**config.mk**
```make
export PLATFORM = sky130hd
export DESIGN_NAME = hit_strip_rasterizer_core
export DESIGN_NICKNAME = d
export VERILOG_FILES = /design/src/rtl/hsr_pkg.sv /design/src/rtl/hsr_front.sv /design/src/rtl/hsr_queue.sv /design/src/rtl/hsr_back.sv /design/src/rtl/hit_strip_rasterizer_core.sv
export SDC_FILE = /design/constraint.sdc
export NUM_CORES = 1
export LEC_CHECK = 0
export BUFFER_PORTS_ARGS = -buffer_cell sky130_fd_sc_hd__buf_4
export CORE_AREA = 2 2 258 260
export DETAILED_ROUTE_END_ITERATION = 10
export DIE_AREA = 0 0 260 262
export GPL_TIMING_DRIVEN = 0
export PLACE_DENSITY = 0.76
export SLEW_MARGIN = 0
export SYNTH_ARGS = -nofsm -noshare
export SYNTH_HDL_FRONTEND = slang
export SYNTH_SLANG_ARGS = --single-unit
```
**constraint.sdc**
```tcl
create_clock -name clock -period 15.92 [get_ports clock]
set_clock_uncertainty 0.1 [all_clocks]
set_input_delay 3.184 -clock clock [delete_from_list [all_inputs] [get_ports clock]]
set_output_delay 3.184 -clock clock [all_outputs]
set_load 0.005 [all_outputs]
```
**src/rtl/hsr_pkg.sv**
```systemverilog
// ----------------------------------------------------------------------------
// hsr_pkg
// Shared types and constants of the hit strip rasterizer.
// ----------------------------------------------------------------------------
package hsr_pkg;

   localparam logic [2:0] CSR_CENTER_X    = 3'd0;
   localparam logic [2:0] CSR_CENTER_Y    = 3'd1;
   localparam logic [2:0] CSR_HALF_EXTENT = 3'd2;
   localparam logic [2:0] CSR_BIN_PITCH   = 3'd3;
   localparam logic [2:0] CSR_ENERGY_SUM  = 3'd4;

   localparam int IDX_W = 8;

   typedef struct packed {
      logic [2:0]         layer;
      logic signed [15:0] hit_x;
      logic signed [15:0] hit_y;
      logic [23:0]        hit_energy;
   } req_type;

   typedef struct packed {
      logic [6:0]  cell_col;
      logic [6:0]  cell_row;
      logic [2:0]  cell_layer;
      logic [15:0] cell_value;
      logic        in_range;
      logic        last_cell;
   } rsp_type;

   typedef struct packed {
      logic signed [15:0] center_x;
      logic signed [15:0] center_y;
      logic [14:0]        half_extent;
      logic [14:0]        bin_pitch;
      logic [23:0]        energy_sum;
   } cfg_type;

   typedef struct packed {
      logic [2:0]       layer;
      logic             odd;
      logic [IDX_W-1:0] fixed_idx;
      logic [IDX_W-1:0] lo_idx;
      logic [2:0]       span;
      logic [15:0]      value;
      logic             in_range;
   } job_type;

endpackage

```
**src/rtl/hsr_front.sv**
```systemverilog
// ----------------------------------------------------------------------------
// hsr_front
// Accepts hits, divides by pitch and energy sum, clips the strip to the grid.
// ----------------------------------------------------------------------------
module hsr_front #(
   parameter int GRID_SIZE   = 65,
   parameter int LAYER_COUNT = 8
) (
   input  logic             clock,
   input  logic             reset,
   input  hsr_pkg::cfg_type cfg,
   input  logic             req_valid,
   output logic             req_stall,
   input  hsr_pkg::req_type req_data,
   output logic             job_valid,
   input  logic             job_full,
   output hsr_pkg::job_type job_data
);
   import hsr_pkg::*;

   localparam logic [2:0] ST_IDLE = 3'd0;
   localparam logic [2:0] ST_PREP = 3'd1;
   localparam logic [2:0] ST_DIV  = 3'd2;
   localparam logic [2:0] ST_FIX  = 3'd3;
   localparam logic [2:0] ST_PUSH = 3'd4;
   localparam logic [4:0] DIV_LAST = 5'd20;
   localparam logic [4:0] ENERGY_STEPS = 5'd16;
   localparam logic signed [21:0] GRID_MAX = 22'(GRID_SIZE - 1);

   logic [2:0]  state_ff, state_in;
   logic [4:0]  cnt_ff, cnt_in;
   req_type     hit_ff;
   logic [15:0] dfix_ff, dspan_ff;
   logic [20:0] nmag_ff [3];
   logic        nneg_ff [3];
   logic [15:0] rem_ff  [3];
   logic [20:0] quo_ff  [3];
   logic [23:0] erem_ff;
   logic [15:0] equo_ff;
   logic        esat_ff;
   logic signed [21:0] qs_ff [3];
   logic [15:0] value_ff;

   // prep arithmetic
   logic [14:0] pitch;
   logic signed [17:0] vx, vy, vfix, vspan;
   logic signed [19:0] seven_p, n_lo, n_hi;
   logic signed [20:0] n_s [3];

   always_comb begin
      pitch   = (cfg.bin_pitch == 15'd0) ? 15'd1 : cfg.bin_pitch;
      vx      = 18'(hit_ff.hit_x) - 18'(cfg.center_x) + 18'({1'b0, cfg.half_extent});
      vy      = 18'(hit_ff.hit_y) - 18'(cfg.center_y) + 18'({1'b0, cfg.half_extent});
      vfix    = hit_ff.layer[0] ? vy : vx;
      vspan   = hit_ff.layer[0] ? vx : vy;
      seven_p = 20'({pitch, 3'b000}) - 20'(pitch);
      n_lo    = $signed({vspan, 1'b0}) - seven_p;
      n_hi    = $signed({vspan, 1'b0}) + seven_p;
      n_s[0]  = 21'(vfix);
      n_s[1]  = 21'(n_lo);
      n_s[2]  = 21'(n_hi);
   end

   always_comb begin
      state_in = state_ff;
      cnt_in   = cnt_ff;
      unique case (state_ff)
         ST_IDLE: if (req_valid) state_in = ST_PREP;
         ST_PREP: begin
            state_in = ST_DIV;
            cnt_in   = 5'd0;
         end
         ST_DIV: begin
            cnt_in = cnt_ff + 5'd1;
            if (cnt_ff == DIV_LAST) state_in = ST_FIX;
         end
         ST_FIX:  state_in = ST_PUSH;
         ST_PUSH: if (!job_full) state_in = ST_IDLE;
         default: state_in = ST_IDLE;
      endcase
   end

   always_ff @(posedge clock) begin
      if (reset) begin
         state_ff <= ST_IDLE;
         cnt_ff   <= 5'd0;
      end else begin
         state_ff <= state_in;
         cnt_ff   <= cnt_in;
      end
   end

   logic [16:0] t   [3];
   logic [15:0] dsel[3];
   logic [24:0] et;

   always_comb begin
      dsel[0] = dfix_ff;
      dsel[1] = dspan_ff;
      dsel[2] = dspan_ff;
      for (int k = 0; k < 3; k++) t[k] = {rem_ff[k], nmag_ff[k][20]};
      et = {erem_ff, 1'b0};
   end

   always_ff @(posedge clock) begin
      if (state_ff == ST_IDLE && req_valid) hit_ff <= req_data;
      if (state_ff == ST_PREP) begin
         dfix_ff  <= {1'b0, pitch};
         dspan_ff <= {pitch, 1'b0};
         for (int k = 0; k < 3; k++) begin
            nneg_ff[k] <= n_s[k][20];
            nmag_ff[k] <= n_s[k][20] ? 21'(-n_s[k]) : 21'(n_s[k]);
            rem_ff[k]  <= 16'd0;
            quo_ff[k]  <= 21'd0;
         end
         erem_ff <= hit_ff.hit_energy;
         equo_ff <= 16'd0;
         esat_ff <= (cfg.energy_sum == 24'd0) || (hit_ff.hit_energy >= cfg.energy_sum);
      end
      if (state_ff == ST_DIV) begin
         for (int k = 0; k < 3; k++) begin
            nmag_ff[k] <= {nmag_ff[k][19:0], 1'b0};
            if (t[k] >= {1'b0, dsel[k]}) begin
               rem_ff[k] <= 16'(t[k] - {1'b0, dsel[k]});
               quo_ff[k] <= {quo_ff[k][19:0], 1'b1};
            end else begin
               rem_ff[k] <= t[k][15:0];
               quo_ff[k] <= {quo_ff[k][19:0], 1'b0};
            end
         end
         if (cnt_ff < ENERGY_STEPS) begin
            if (et >= {1'b0, cfg.energy_sum}) begin
               erem_ff <= 24'(et - {1'b0, cfg.energy_sum});
               equo_ff <= {equo_ff[14:0], 1'b1};
            end else begin
               erem_ff <= et[23:0];
               equo_ff <= {equo_ff[14:0], 1'b0};
            end
         end
      end
      if (state_ff == ST_FIX) begin
         // truncate toward zero: apply the sign after the magnitude divide
         for (int k = 0; k < 3; k++)
            qs_ff[k] <= nneg_ff[k] ? -$signed({1'b0, quo_ff[k]}) : $signed({1'b0, quo_ff[k]});
         value_ff <= esat_ff ? 16'hFFFF : equo_ff;
      end
   end

   logic signed [21:0] lo_c, hi_c, diff;
   logic fix_ok, layer_ok, ok;

   always_comb begin
      lo_c     = (qs_ff[1] < 0) ? 22'sd0 : qs_ff[1];
      hi_c     = (qs_ff[2] > GRID_MAX) ? GRID_MAX : qs_ff[2];
      diff     = hi_c - lo_c;
      fix_ok   = (qs_ff[0] >= 0) && (qs_ff[0] <= GRID_MAX);
      layer_ok = {1'b0, hit_ff.layer} < 4'(LAYER_COUNT);
      ok       = fix_ok && layer_ok && (diff >= 0);
      job_data.layer     = hit_ff.layer;
      job_data.odd       = hit_ff.layer[0];
      job_data.fixed_idx = ok ? qs_ff[0][IDX_W-1:0] : '0;
      job_data.lo_idx    = ok ? lo_c[IDX_W-1:0] : '0;
      job_data.span      = !ok ? 3'd0 : (diff > 22'sd7) ? 3'd7 : diff[2:0];
      job_data.value     = ok ? value_ff : 16'd0;
      job_data.in_range  = ok;
   end

   assign job_valid = (state_ff == ST_PUSH);
   assign req_stall = (state_ff != ST_IDLE);

endmodule

```
**src/rtl/hsr_queue.sv**
```systemverilog
// ----------------------------------------------------------------------------
// hsr_queue
// Two-entry job queue between the front and back halves.
// ----------------------------------------------------------------------------
module hsr_queue (
   input  logic             clock,
   input  logic             reset,
   input  logic             push,
   input  hsr_pkg::job_type push_data,
   output logic             full,
   input  logic             pop,
   output logic             head_valid,
   output hsr_pkg::job_type head_data
);
   import hsr_pkg::*;

   job_type    mem_ff [2];
   logic       wr_ff, rd_ff;
   logic [1:0] count_ff;
   logic       do_push, do_pop;

   assign full       = (count_ff == 2'd2);
   assign head_valid = (count_ff != 2'd0);
   assign head_data  = mem_ff[rd_ff];
   assign do_push    = push && !full;
   assign do_pop     = pop && head_valid;

   always_ff @(posedge clock) begin
      if (reset) begin
         wr_ff    <= 1'b0;
         rd_ff    <= 1'b0;
         count_ff <= 2'd0;
      end else begin
         if (do_push) wr_ff <= !wr_ff;
         if (do_pop)  rd_ff <= !rd_ff;
         count_ff <= count_ff + 2'(do_push) - 2'(do_pop);
      end
   end

   always_ff @(posedge clock) begin
      if (do_push) mem_ff[wr_ff] <= push_data;
   end

`ifndef ASSERT_OFF
   a_count_max: assert property (@(posedge clock) disable iff (reset) count_ff <= 2'd2)
      else $error("queue count overflow");
   a_ptr_gap: assert property (@(posedge clock) disable iff (reset)
      (count_ff == 2'd1) |-> (wr_ff != rd_ff))
      else $error("queue pointers disagree with count");
   a_ptr_empty: assert property (@(posedge clock) disable iff (reset)
      (count_ff == 2'd0) |-> (wr_ff == rd_ff))
      else $error("queue pointers apart while empty");
`endif

endmodule

```
**src/rtl/hsr_back.sv**
```systemverilog
// ----------------------------------------------------------------------------
// hsr_back
// Walks each job's strip and drives one cell word per cycle while not stalled.
// ----------------------------------------------------------------------------
module hsr_back (
   input  logic             clock,
   input  logic             reset,
   input  logic             job_valid,
   input  hsr_pkg::job_type job_data,
   output logic             job_pop,
   output logic             rsp_valid,
   input  logic             rsp_stall,
   output hsr_pkg::rsp_type rsp_data
);
   import hsr_pkg::*;

   logic [2:0]       k_ff;
   logic             valid_ff;
   rsp_type          out_ff;
   logic             load, last;
   logic [IDX_W-1:0] idx;

   assign load    = job_valid && (!valid_ff || !rsp_stall);
   assign last    = (k_ff == job_data.span);
   assign idx     = job_data.lo_idx + IDX_W'(k_ff);
   assign job_pop = load && last;

   always_ff @(posedge clock) begin
      if (reset) begin
         k_ff     <= 3'd0;
         valid_ff <= 1'b0;
      end else begin
         if (load) begin
            valid_ff <= 1'b1;
            k_ff     <= last ? 3'd0 : k_ff + 3'd1;
         end else if (!rsp_stall) begin
            valid_ff <= 1'b0;
         end
      end
   end

   always_ff @(posedge clock) begin
      if (load) begin
         out_ff.cell_col   <= job_data.odd ? idx[6:0] : job_data.fixed_idx[6:0];
         out_ff.cell_row   <= job_data.odd ? job_data.fixed_idx[6:0] : idx[6:0];
         out_ff.cell_layer <= job_data.layer;
         out_ff.cell_value <= job_data.value;
         out_ff.in_range   <= job_data.in_range;
         out_ff.last_cell  <= last;
      end
   end

   assign rsp_valid = valid_ff;
   assign rsp_data  = out_ff;

`ifndef ASSERT_OFF
   a_miss_last: assert property (@(posedge clock) disable iff (reset)
      (valid_ff && !out_ff.in_range) |-> out_ff.last_cell)
      else $error("off-grid word not marked last");
   a_miss_zero: assert property (@(posedge clock) disable iff (reset)
      (valid_ff && !out_ff.in_range) |-> (out_ff.cell_value == 16'd0))
      else $error("off-grid word carries a value");
   a_hold: assert property (@(posedge clock) disable iff (reset)
      (rsp_valid && rsp_stall) |=> (rsp_valid && $stable(rsp_data)))
      else $error("stalled word changed");
`endif

endmodule

```
**src/rtl/hit_strip_rasterizer_core.sv**
```systemverilog
// ----------------------------------------------------------------------------
// hit_strip_rasterizer_core
// Rasterizes detector hits as short strips of cell writes over a square grid.
// ----------------------------------------------------------------------------
// channel  direction  handshake          word
// req_     in         req_valid/stall    layer, hit_x, hit_y, hit_energy
// rsp_     out        rsp_valid/stall    cell_col/row/layer/value, in_range, last
// csr_     in         csr_valid/ready    csr_index, csr_wdata
//
// The front takes one hit at a time: load, prep, 21 divide steps for the pitch
// (energy-sum divide alongside), fix-up and push. The back drives one word per
// cycle unless stalled, 1 to 8 per hit, from a two-entry job queue, so both
// halves overlap. Synchronous reset restores config (pitch 256, sum 1).
// rsp_stall holds the output word; req_stall rises while the front is busy.
// ----------------------------------------------------------------------------
module hit_strip_rasterizer_core #(
   parameter int GRID_SIZE   = 65,
   parameter int LAYER_COUNT = 8
) (
   input  logic             clock,
   input  logic             reset,
   input  logic             req_valid,
   output logic             req_stall,
   input  hsr_pkg::req_type req_data,
   output logic             rsp_valid,
   input  logic             rsp_stall,
   output hsr_pkg::rsp_type rsp_data,
   input  logic             csr_valid,
   output logic             csr_ready,
   input  logic [2:0]       csr_index,
   input  logic [23:0]      csr_wdata
);
   import hsr_pkg::*;

   cfg_type cfg_ff;
   logic    job_push, job_full, head_valid, job_pop;
   job_type push_data, head_data;

   assign csr_ready = 1'b1;

   always_ff @(posedge clock) begin
      if (reset) begin
         cfg_ff.center_x    <= 16'sd0;
         cfg_ff.center_y    <= 16'sd0;
         cfg_ff.half_extent <= 15'd0;
         cfg_ff.bin_pitch   <= 15'd256;
         cfg_ff.energy_sum  <= 24'd1;
      end else if (csr_valid && csr_ready) begin
         unique case (csr_index)
            CSR_CENTER_X:    cfg_ff.center_x    <= csr_wdata[15:0];
            CSR_CENTER_Y:    cfg_ff.center_y    <= csr_wdata[15:0];
            CSR_HALF_EXTENT: cfg_ff.half_extent <= csr_wdata[14:0];
            CSR_BIN_PITCH:   cfg_ff.bin_pitch   <= csr_wdata[14:0];
            CSR_ENERGY_SUM:  cfg_ff.energy_sum  <= csr_wdata;
            default: ;
         endcase
      end
   end

   hsr_front #(.GRID_SIZE(GRID_SIZE), .LAYER_COUNT(LAYER_COUNT)) u_front (
      .clock(clock), .reset(reset), .cfg(cfg_ff),
      .req_valid(req_valid), .req_stall(req_stall), .req_data(req_data),
      .job_valid(job_push), .job_full(job_full), .job_data(push_data)
   );

   hsr_queue u_queue (
      .clock(clock), .reset(reset),
      .push(job_push), .push_data(push_data), .full(job_full),
      .pop(job_pop), .head_valid(head_valid), .head_data(head_data)
   );

   hsr_back u_back (
      .clock(clock), .reset(reset),
      .job_valid(head_valid), .job_data(head_data), .job_pop(job_pop),
      .rsp_valid(rsp_valid), .rsp_stall(rsp_stall), .rsp_data(rsp_data)
   );

endmodule
```
==> results.cfg <==
[clocking]
cts_tree = built
post-cts-setup-buffer-count = 0
max-clock-path-buffers = 3
tritoncts.num_buffers = 60
post_cts.resized_instances = 0
number_of_hold_repair_buffers_added_at_the_cts_stage = 0
cts.root.buffer_cell = sky130_fd_sc_hd__clkbuf_16
number_of_levels_in_the_clock_h_tree = 2
clkSinkCount = 585
clk-insertion-delay-late_ps = 640
cts.clk_slew.worst_paths_ps = 60

[place]
gp_congestion = 0.942
numPortBuffers = 126
dpl.hpwl_um = 66900

[timing]
clock_period_minus_worst_slack_ps = 7300
setup_viol_count_final = 0
tns_ps = 0
drv_slew = 0
relSlewSlack_pct = 28.9
timing_worst_slew_pin_value_ps = 1070
unrepaired_setup_endpoints_after_global_routing = no
max_clk_rate_mhz = 137
hold_ws_ps = 348
final-hold-violation-count = 0
post_route_fraction_of_the_period_consumed_by_the_critical_path_pct = 45.8

[critical_path]
timing.critical_path.fanout_max = 10
critPathLaunch = u_front.hit_ff[40]
reg2reg_slack_ps = 8620
crit_slowest_cell = sky130_fd_sc_hd__a22oi_1
worstSetupEndpointType = flip-flop
critical-path-top-cell-by-count = sky130_fd_sc_hd__ha_1
start_of_the_worst_register_to_register_path = u_front.hit_ff[40]
number_of_cells_traversed_by_the_worst_register_to_register_path = 28
worstReg2RegEnd = u_front.nmag_ff[0][55]
setup.worst_path.start_class = flip-flop
timing_worst_setup_path_type = reg -> reg
crit_required_ps = 16140
max_stage_delay_ps = 520
timing.critical_path.arrival_ps = 7520
timing.critical_path.to = u_front.nmag_ff[0][55]

[power]
power_density_mw_per_mm2 = 127
power.internal_mw = 3.34
p_leak_nw = 15.1
share_seq_of_total_power_pct = 38.2
total_power_mw = 5.06
power_frac_clock_pct = 28.3
worst_ir_drop_vdd_v = 0.0000948
power.switching_fraction_pct = 34.0
p_comb_share_pct = 33.6
net_switching_power_mw = 1.72

[logic_synthesis]
synthesis.instances = 3703
netlist_area_sq_mm = 0.0357
synth_fp_nets = 4046
synth_enable_flop_cells = 441
seq_area_frac_synth_pct = 45.2
synth_commonest_cells = 462 x sky130_fd_sc_hd__nand2_1, 441 x sky130_fd_sc_hd__edfxtp_1, 303 x sky130_fd_sc_hd__a21oi_1
synth-async-reset-ratio_pct = 0
yosys.cell_types.count = 89
synth_flop_cell = sky130_fd_sc_hd__edfxtp_1
synth.avg_cell_area_sq_um = 9.63
netlist_top_cells_area = sky130_fd_sc_hd__edfxtp_1 37%, sky130_fd_sc_hd__ha_1 8.5%, sky130_fd_sc_hd__dfxtp_1 8.1%
synth_top_area_cell = sky130_fd_sc_hd__edfxtp_1
synth_warnings = 0
post-synth-top-area-fraction_pct = 37.1
post-synth-top-count-cell = sky130_fd_sc_hd__nand2_1
synth-seq-cells = 585

[detailed_routing]
drt-pass1-iter-count = 8
detailroute.via_count = 28300
drt_iter0_markers = 2399
route.final.wire_length_um = 89500
drtAntennaViolNets = 0
wl_per_cell_um = 18.6
drcViolationCount = 0
vias_per_cell = 5.89

[die]
std_cell_rows = 94
fp.dieArea_sq_mm = 0.0681
fp.coreArea_sq_mm = 0.0653
design.portCount = 129
fp.dieH_um = 262
chipWidth_um = 260
initial_utilization_pct = 54.7

[final_layout]
antennaDiodeCount = 0
syn_to_final_growth_pct = 11.8
post_route_cells_drive_above_1_share_pct = 8.41
final_core_util_pct = 61.1
final_layout_net_count = 4239

[grt]
overflow = 0
grt_max_degree = 91
number_of_antenna_violations_at_the_first_check_in_global_routing = 0
global_route_wire_length_before_repair_um = 140000
vias_in_the_first_global_route = 26600
grt_use_total_pct = 25.8

[job]
max_cap_violations = 0

[run_status]
run_status = finished clean

[worst_hold_path]
holdCritPathClass = reg -> reg
sequential cells by signal, indices dropped and copies added, names as in the netlist, 2 cells and up, named ones only:
signal,count
u_queue.count_ff,2
u_front.equo_ff,16
u_front.qs_ff,66
u_front.rem_ff,48
u_front.state_ff,3
u_front.cnt_ff,5
cfg_ff,86
u_front.hit_ff,56
u_front.value_ff,16
u_queue.mem_ff,74
u_front.job_data,3
u_front.quo_ff,63
u_front.nmag_ff,62
u_front.dfix_ff,15
u_back.k_ff,3
u_front.erem_ff,24
u_back.rsp_data,35
u_front.nneg_ff,3
cells in the final DEF (no fill, tap or decap), types with 66 or more instances in the layout:
cell type and instances:
sky130_fd_sc_hd__nand2_1 462, sky130_fd_sc_hd__edfxtp_1 441, sky130_fd_sc_hd__a21oi_1 302, sky130_fd_sc_hd__ha_1 241
sky130_fd_sc_hd__nor2_1 222, sky130_fd_sc_hd__inv_1 211, sky130_fd_sc_hd__xnor2_1 167, sky130_fd_sc_hd__o21ai_0 159
sky130_fd_sc_hd__dfxtp_1 144, sky130_fd_sc_hd__clkbuf_1 142, sky130_fd_sc_hd__buf_4 127, sky130_fd_sc_hd__and3_1 95
sky130_fd_sc_hd__nor3_1 82, sky130_fd_sc_hd__nand3_1 71, sky130_fd_sc_hd__xor2_1 66
per-layer routing:
metal	wire length [um]	share of wire (%)	vias up	track usage, %
li1	-	-	13800	-
met1	38900	44	13500	34.6
met2	42100	47	843	42.8
met3	4950	5.5	189	2.87
met4	3500	3.9	0	10.4
met5	0	0	-	0
worst min path at each step:
stage | startpoint | to | depth (start not counted)
finish | u_front.job_data[39] | u_queue.mem_ff[0][39] | 0
global route | cfg_ff[84] | cfg_ff[84] | 2
CTS | u_front.job_data[39] | u_queue.mem_ff[0][39] | 0
detailed placement | u_front.job_data[39] | u_queue.mem_ff[0][39] | 0
global placement | u_front.job_data[39] | u_queue.mem_ff[0][39] | 0
floorplan | u_front.job_data[38] | u_queue.mem_ff[0][38] | 0
cell type report:
class                      instances  area [sq um]
buffer                           154           601
clock inverter                    36           384
multi-input combinational       2747         18200
fill                            5453         25400
inverter                         217           822
sequential                       585         16100
timing repair buffer             131          1070
tap                              864          1080
clock buffer                      76          1630
power by group through the flow:
stage,registers [mW],logic (mW),clock network (mW)
6_report,1.93,1.70,1.43
5_1_grt,1.94,1.88,1.51
4_1_cts,1.93,1.68,1.45
3_5_place_dp,1.96,1.66,0
3_3_place_gp,1.97,1.63,0
2_1_floorplan,1.94,1.28,0
critical path, delay by kind of cell, from the launching register on:
family	cells	cell delay, ps
compound gates	9	2070
xor+xnor	3	550
fa+ha+maj	4	1070
buf+inv	4	1080
flops	1	350
mux	1	300
simple gates	7	1440
stage by stage:
step	std cells	area, sq um	setup slack, ps
floorplan	3703	35700	9430
global placement	4693	37700	8280
detailed placement	4698	37900	8720
CTS	4810	39900	8670
global route	4810	39900	8030
finish	4810	39900	8620
kinds of logic after synthesis:
family                   share of synthesized area (%)
AO/OA/AOI/OAI                                     15.9
XOR/XNOR                                          5.72
adder cells (fa/ha/maj)                           9.07
buffers and inverters                             3.96
flip-flops                                        45.2
multiplexers                                      2.06
other                                           0.0105
AND/OR/NAND/NOR                                   18.1
Power figures use the tool's default switching activity.
